--- src/rtl/core/nvfd_pkg.sv ---
package nvfd_pkg;

	typedef struct packed {
		logic [7:0] packed_byte;
		logic [7:0] scale_byte;
		logic       last_item;
	} item_t;

	typedef struct packed {
		logic [31:0] value_even;
		logic [31:0] value_odd;
		logic        scale_error;
		logic        last_out;
	} result_t;

	// load enables of the five pipeline registers, s1 first
	typedef struct packed {
		logic s1;
		logic s2;
		logic s3;
		logic s4;
		logic s5;
	} stage_en_t;

	localparam logic [31:0] GSCALE_RESET = 32'h3F80_0000;
	localparam logic [31:0] CANON_NAN    = 32'h7FC0_0000;
	localparam logic [31:0] POS_INF      = 32'h7F80_0000;
	localparam logic [6:0]  SCALE_NAN    = 7'h7F;

endpackage

--- src/rtl/core/nvfd_lane.sv ---
module nvfd_lane (
	input  logic               clk,
	input  nvfd_pkg::stage_en_t en,
	input  logic [3:0]         nib,
	input  logic [7:0]         scale_byte,
	input  logic [31:0]        gscale,
	input  logic               bad,
	output logic [31:0]        value
);

	// stage 1: decode operands
	logic [2:0]        a_idx;
	logic [3:0]        a_val;
	logic [3:0]        sv;
	logic [3:0]        sexp;
	logic [7:0]        gfield;
	logic signed [9:0] k;
	logic signed [9:0] gexp;
	logic [23:0]       gm;

	logic [7:0]        prod_s1;
	logic [23:0]       gm_s1;
	logic signed [9:0] e_s1;
	logic              sign_s1, nan_s1, bad_s1;

	always_comb begin
		a_idx = nib[2:0];
		unique case (a_idx)
			3'd0: a_val = 4'd0;
			3'd1: a_val = 4'd1;
			3'd2: a_val = 4'd2;
			3'd3: a_val = 4'd3;
			3'd4: a_val = 4'd4;
			3'd5: a_val = 4'd6;
			3'd6: a_val = 4'd8;
			default: a_val = 4'd12;
		endcase
		sexp   = scale_byte[6:3];
		gfield = gscale[30:23];
		if (sexp == 4'd0) begin
			sv = {1'b0, scale_byte[2:0]};
			k  = -10'sd10;
		end else begin
			sv = {1'b1, scale_byte[2:0]};
			k  = $signed({6'd0, sexp}) - 10'sd11;
		end
		if (gfield == 8'd0) begin
			gm   = {1'b0, gscale[22:0]};
			gexp = -10'sd149;
		end else begin
			gm   = {1'b1, gscale[22:0]};
			gexp = $signed({2'd0, gfield}) - 10'sd150;
		end
	end

	always_ff @(posedge clk) begin
		if (en.s1) begin
			prod_s1 <= a_val * sv;
			gm_s1   <= gm;
			e_s1    <= k + gexp;
			sign_s1 <= nib[3] ^ scale_byte[7] ^ gscale[31];
			nan_s1  <= scale_byte[6:0] == nvfd_pkg::SCALE_NAN;
			bad_s1  <= bad;
		end
	end

	// stage 2: full product
	logic [31:0]       n_s2;
	logic signed [9:0] e_s2;
	logic              sign_s2, nan_s2, bad_s2;

	always_ff @(posedge clk) begin
		if (en.s2) begin
			n_s2    <= prod_s1 * gm_s1;
			e_s2    <= e_s1;
			sign_s2 <= sign_s1;
			nan_s2  <= nan_s1;
			bad_s2  <= bad_s1;
		end
	end

	// stage 3: find leading one and the alignment shift
	logic [4:0]        p;
	logic signed [9:0] sa, sb;
	logic [31:0]       n_s3;
	logic signed [9:0] s_s3, e_s3;
	logic              sign_s3, nan_s3, bad_s3, zero_s3;

	always_comb begin
		p = 5'd0;
		for (int i = 0; i < 32; i++) begin
			if (n_s2[i]) p = 5'(i);
		end
		sa = $signed({5'd0, p}) - 10'sd23;
		sb = -10'sd149 - e_s2;
	end

	always_ff @(posedge clk) begin
		if (en.s3) begin
			n_s3    <= n_s2;
			s_s3    <= (sa > sb) ? sa : sb;
			e_s3    <= e_s2;
			sign_s3 <= sign_s2;
			nan_s3  <= nan_s2;
			bad_s3  <= bad_s2;
			zero_s3 <= n_s2 == 32'd0;
		end
	end

	// stage 4: shift and round to nearest even
	logic [4:0]        ls;
	logic [5:0]        rs;
	logic [55:0]       lsh;
	logic [64:0]       rsh;
	logic              up;
	logic [24:0]       q;
	logic signed [9:0] s_adj;
	logic [23:0]       q_s4;
	logic signed [9:0] s_s4, e_s4;
	logic              sign_s4, nan_s4, bad_s4, zero_s4;

	always_comb begin
		ls  = 5'(-s_s3);
		rs  = (s_s3 > 10'sd33) ? 6'd33 : 6'(s_s3);
		lsh = {24'd0, n_s3} << ls;
		rsh = {n_s3, 33'd0} >> rs;
		up  = rsh[32] && ((|rsh[31:0]) || rsh[33]);
		if (s_s3 <= 10'sd0) q = lsh[24:0];
		else q = {1'b0, rsh[56:33]} + {24'd0, up};
		s_adj = s_s3;
		if (q[24]) begin
			q     = q >> 1;
			s_adj = s_s3 + 10'sd1;
		end
	end

	always_ff @(posedge clk) begin
		if (en.s4) begin
			q_s4    <= q[23:0];
			s_s4    <= s_adj;
			e_s4    <= e_s3;
			sign_s4 <= sign_s3;
			nan_s4  <= nan_s3;
			bad_s4  <= bad_s3;
			zero_s4 <= zero_s3;
		end
	end

	// stage 5: pack fp32 and apply special cases
	logic signed [10:0] field;
	logic [31:0]        packed_val;

	always_comb begin
		field = {e_s4[9], e_s4} + {s_s4[9], s_s4} + 11'sd150;
		if (bad_s4) packed_val = 32'd0;
		else if (nan_s4) packed_val = nvfd_pkg::CANON_NAN;
		else if (zero_s4) packed_val = {sign_s4, 31'd0};
		else if (!q_s4[23]) packed_val = {sign_s4, 8'd0, q_s4[22:0]};
		else if (field >= 11'sd255) packed_val = {sign_s4, nvfd_pkg::POS_INF[30:0]};
		else packed_val = {sign_s4, field[7:0], q_s4[22:0]};
	end

	always_ff @(posedge clk) begin
		if (en.s5) value <= packed_val;
	end

endmodule

--- src/rtl/core/nvfp4_weight_dequantizer.sv ---
// Items pass the pipeline registers s1 to s5 in order. Throughput: one item
// per cycle unless result_stall backs up a full pipeline; five pipeline
// registers, each with its own load enable, so an empty stage fills even
// while the output is stalled.
// Reset (arst_n, asynchronous, active low) clears all stage valid bits and
// sets the global scale to 1.0.
module nvfp4_weight_dequantizer (
	input  logic              clk,
	input  logic              arst_n,
	input  logic              cfg_we,
	input  logic [31:0]       cfg_data,
	input  logic              item_valid,
	output logic              item_stall,
	input  nvfd_pkg::item_t   item,
	output logic              result_valid,
	input  logic              result_stall,
	output nvfd_pkg::result_t result
);

	logic [31:0]         gscale_q;
	logic                bad;
	logic [4:0]          v_q;
	nvfd_pkg::stage_en_t en;
	logic [4:0]          last_q, bad_q;

	always_ff @(posedge clk or negedge arst_n) begin
		if (!arst_n) gscale_q <= nvfd_pkg::GSCALE_RESET;
		else if (cfg_we) gscale_q <= cfg_data;
	end

	assign bad = (gscale_q[30:23] == 8'hFF) || (gscale_q[31] && (gscale_q[30:0] != 31'd0));

	// a stage loads when it is empty or the next one moves
	always_comb begin
		en.s5 = !v_q[4] || !result_stall;
		en.s4 = !v_q[3] || en.s5;
		en.s3 = !v_q[2] || en.s4;
		en.s2 = !v_q[1] || en.s3;
		en.s1 = !v_q[0] || en.s2;
	end

	assign item_stall = !en.s1;

	always_ff @(posedge clk or negedge arst_n) begin
		if (!arst_n) begin
			v_q <= 5'd0;
		end else begin
			if (en.s1) v_q[0] <= item_valid;
			if (en.s2) v_q[1] <= v_q[0];
			if (en.s3) v_q[2] <= v_q[1];
			if (en.s4) v_q[3] <= v_q[2];
			if (en.s5) v_q[4] <= v_q[3];
		end
	end

	always_ff @(posedge clk) begin
		if (en.s1) begin
			last_q[0] <= item.last_item;
			bad_q[0]  <= bad;
		end
		if (en.s2) begin
			last_q[1] <= last_q[0];
			bad_q[1]  <= bad_q[0];
		end
		if (en.s3) begin
			last_q[2] <= last_q[1];
			bad_q[2]  <= bad_q[1];
		end
		if (en.s4) begin
			last_q[3] <= last_q[2];
			bad_q[3]  <= bad_q[2];
		end
		if (en.s5) begin
			last_q[4] <= last_q[3];
			bad_q[4]  <= bad_q[3];
		end
	end

	nvfd_lane u_even (
		.clk        (clk),
		.en         (en),
		.nib        (item.packed_byte[3:0]),
		.scale_byte (item.scale_byte),
		.gscale     (gscale_q),
		.bad        (bad),
		.value      (result.value_even)
	);

	nvfd_lane u_odd (
		.clk        (clk),
		.en         (en),
		.nib        (item.packed_byte[7:4]),
		.scale_byte (item.scale_byte),
		.gscale     (gscale_q),
		.bad        (bad),
		.value      (result.value_odd)
	);

	assign result.scale_error = bad_q[4];
	assign result.last_out    = last_q[4];
	assign result_valid       = v_q[4];

`ifndef SYNTHESIS
	a_stall_only_when_blocked: assert property (@(posedge clk) disable iff (!arst_n)
		item_stall |-> (result_valid && result_stall))
		else $error("input stalled while output is free");

	a_bad_gives_zero: assert property (@(posedge clk) disable iff (!arst_n)
		(result_valid && result.scale_error) |->
			(result.value_even == 32'd0 && result.value_odd == 32'd0))
		else $error("bad global scale with nonzero values");

	a_nan_canonical: assert property (@(posedge clk) disable iff (!arst_n)
		(result_valid && result.value_even[30:23] == 8'hFF &&
			result.value_even[22:0] != 23'd0) |->
			(result.value_even == nvfd_pkg::CANON_NAN))
		else $error("non-canonical NaN on even value");
`endif

endmodule

--- config.mk ---
export PLATFORM = sky130hd
export DESIGN_NAME = nvfp4_weight_dequantizer
export DESIGN_NICKNAME = d
export VERILOG_FILES = /design/src/rtl/core/nvfd_pkg.sv /design/src/rtl/core/nvfd_lane.sv /design/src/rtl/core/nvfp4_weight_dequantizer.sv
export SDC_FILE = /design/constraint.sdc
export NUM_CORES = 2
export LEC_CHECK = 0
export BUFFER_PORTS_ARGS = -buffer_cell sky130_fd_sc_hd__buf_2
export CAP_MARGIN = 10
export CORE_ASPECT_RATIO = 0.6
export CORE_MARGIN = 10
export CORE_UTILIZATION = 34
export DETAILED_ROUTE_END_ITERATION = 8
export PLACE_DENSITY = 0.53
export SYNTH_ARGS = -nofsm -noshare
export SYNTH_HDL_FRONTEND = slang
export SYNTH_SLANG_ARGS = --single-unit
--- constraint.sdc ---
create_clock -name clk -period 6.9 [get_ports clk]
set_input_delay 0.69 -clock clk [delete_from_list [all_inputs] [get_ports clk]]
set_output_delay 0.69 -clock clk [all_outputs]
set_load 0.01 [all_outputs]
==> flow_metrics.py <==
metrics = {
    "setup_path": {
        "cp_common_cell": "fa_1",
        "arrival_ns": 6.66,
        "critPathRequiredTime_ns": 7.28,
        "crit_path_max_fanout": 16,
        "critical_path.endpoint_type": "flip-flop",
        "crit_slowest_cell": "a2111oi_0",
        "setup.worst_path.class": "flip-flop to flip-flop",
        "crit_path_start_kind": "flip-flop",
        "r2r_slack_ns": 0.62,
        "critPathMaxStageDelay_ns": 0.68,
        "crit_chain": "and2_1 > fa_1 > inv_1 > fa_1 > fa_1 > fa_1 > inv_1 > ha_1 > a21o_1 > a21o_1 > a21oi_1 > o21ai_0 > nand2_1 > a31oi_1 > a41oi_1 > a2111oi_0 > o21a_1 > o21a_1 > o41a_1 > xnor2_1",
    },
    "clock_network": {
        "clk_latency_ns": 0.65,
        "clk_pin_slew_ns": 0.06,
        "cts_resized": 0,
        "cts_setup_buffers": 0,
        "cts_tree": "built",
        "ctsHoldBuffers": 0,
        "clock-root-buffer": "clkbuf_16",
        "h-tree-depth": 2,
        "clkSinkCount": 423,
        "clk_path_buf_depth": 3,
        "cts_buffers": 45,
    },
    "synth": {
        "synth_warnings": 0,
        "synth_top_cell_by_area": "edfxtp_1",
        "synth_top_area_share_pct": 29.1,
        "synthArstFlopShare_pct": 8.75,
        "yosysMostFrequentCell": "nand2_1",
        "netlist-cell-type-count": 97,
        "synth_seq_area_share_pct": 31.5,
        "ys_top_cells_by_count": "456 x nand2_1, 386 x edfxtp_1, 379 x inv_1",
        "syn-instance-count": 4255,
        "synth_ff_type": "edfxtp_1",
        "ys_ff_latch": 423,
        "synth.avg_cell_area_um2": 9.36,
        "synth_area_leaders": "edfxtp_1 29%, fa_1 14%, ha_1 6.5%",
        "synth_area_um2": 39800,
        "synth-edff-count": 386,
        "syn_nets": 4790,
    },
    "status": {
        "status": "completed",
    },
    "die": {
        "start_util_pct": 34.2,
        "dieArea_um2": 132000,
        "die_w_um": 462,
        "dieHeight_um": 285,
        "io_pins": 122,
        "core.rowCount": 97,
        "core-area_um2": 117000,
    },
    "route": {
        "vias": 33177,
        "ant_nets": 0,
        "firstDrtPassIters": 7,
        "routed_wl_um": 137000,
        "drt_iter0_markers": 4030,
        "wire_per_inst_um": 23.3,
        "via_per_inst": 5.63,
        "drc_errors": 0,
    },
    "place": {
        "routabilityCongestion": 0.989,
        "dpl_cell_area_um2": 42500,
        "hpwl_um": 108000,
        "io_buffers": 121,
    },
    "finish": {
        "fin_area_um2": 44000,
        "multi_input_area_um2": 25000,
        "fillCellCount": 11750,
        "seqCellArea_um2": 12500,
        "syn_to_final_growth_pct": 10.6,
        "nets": 4853,
        "drive_gt1_share_pct": 10.4,
    },
    "timing": {
        "max_freq_mhz": 159,
        "skew_ns": 0.0315,
        "drv_slew": 0,
        "hold_violations": 0,
        "fin_crit_ns": 6.28,
        "fin_setup_tns_ns": 0,
        "worst_pin_slew_ns": 1.23,
        "maxSlewHeadroom_pct": 17.1,
        "rsz0062_at_grt": "false",
        "setup_viol": 0,
        "min_period_over_period_pct": 91.1,
    },
    "run": {
        "maxCapViolCount": 0,
    },
    "grt": {
        "grt_max_degree": 76,
        "antenna_found_initial": 3,
        "grt_pass1_vias": 31418,
        "grt_pass1_wl_um": 207000,
        "gr-total-overflow": 0,
        "grt_usage_pct": 20.3,
    },
    "worst_hold_path": {
        "hold_path_class": "primary input to asynchronous set/reset pin",
    },
}
[sequential cells by signal, indices dropped and copies added, names as in the netlist, 24 cells and up]
signal,cells
u_odd.value,32
u_odd.gm_s1,24
u_odd.n_s3,32
u_even.n_s3,32
u_even.value,32
u_odd.n_s2,32
u_even.q_s4,24
u_odd.q_s4,24
u_even.n_s2,32
gscale_q,32
[routing by layer]
metal / global-route usage (%) / vias up / share of wire, %
met3: 7.72 / 120 / 13
met5: 0 / - / 0.017
met1: 33.7 / 16210 / 52
li1: - / 15225 / -
met4: 2.99 / 4 / 1.3
met2: 23.9 / 1618 / 34
[through the flow]
step,hold slack [ns],worst slack [ns],std cells,utilization (%)
after floorplan,0.394,1.05,4255,-
after detailed placement,0.405,0.734,5805,36.5
after CTS,0.141,0.712,5889,37.8
after global placement,0.404,0.815,5805,36.5
after global routing,0.175,0.299,5889,37.8
final,0.152,0.616,5891,37.8
[kinds of logic after synthesis]
family | after synthesis | share of synthesized area [%]
AND/OR/NAND/NOR | 1498 | 18.8
multiplexers | 168 | 4.92
AO/OA/AOI/OAI | 932 | 15.4
XOR/XNOR | 143 | 3.15
adder cells (fa/ha/maj) | 481 | 20.3
flip-flops | 423 | 31.5
buffers and inverters | 610 | 5.97
[cells in the final DEF, fill, tap and decap left out, types with 18 or more instances in the layout]
cell	synthesis	layout
o21ai_0	161	158
a21o_1	38	38
dfrtp_1	30	30
nand2_1	456	454
edfxtp_1	386	386
or2_2	19	19
nor2b_1	27	27
mux2i_1	100	100
inv_1	379	378
a31oi_1	56	55
nand4_1	50	50
fa_1	275	275
or3_1	20	20
mux2_2	51	51
buf_4	5	122
nor3_1	94	94
xor2_1	37	35
and3_1	36	36
nand2b_1	42	42
o21a_1	28	28
o21bai_1	25	25
xnor2_1	106	104
o211ai_1	32	32
a211oi_1	68	68
buf_2	26	121
ha_1	206	206
and2_1	282	282
clkbuf_16	0	46
o31ai_1	29	29
a21boi_0	19	18
a21oi_1	260	259
nor4_1	47	44
nor2_1	258	258
nand3_1	111	110
[worst max-delay path: cells and delay by family, from the launching register on]
kind	cells	cell delay [ns]
AOI/OAI and AO/OA	10	2.44
xor gates and xnor gates	1	0.07
adders and majority gates	5	2.38
buffers and inverters	2	0.10
DFF	1	0.63
and+or+nand+nor	2	0.41
[area by class of cell]
cell class,instances,area share (%)
Sequential cell,423,28.5
Multi-Input combinational cell,3222,56.9
Clock buffer,59,2.73
Antenna cell,2,0.0114
Clock inverter,25,0.739
Inverter,381,3.25
Timing Repair Buffer,245,3.55
Tap cell,1534,4.36
[path summary, 6_finish.rpt]
check / start / to / cells after the start
max: u_odd.prod_s1[2] / u_odd.n_s2[31] / 20
min: arst_n / gscale_q[16] / 2
max reg2reg: u_odd.prod_s1[2] / u_odd.n_s2[31] / 20
min reg2reg: u_even.nan_s3 / u_even.nan_s4 / 0
max in group asynchronous: arst_n / gscale_q[0] / 2
min in group clk: cfg_data[24] / gscale_q[24] / 3
Power is left out: the tool's default activity adds up to more than one toggle a clock period on the data nets, which glitch-free logic cannot reach.
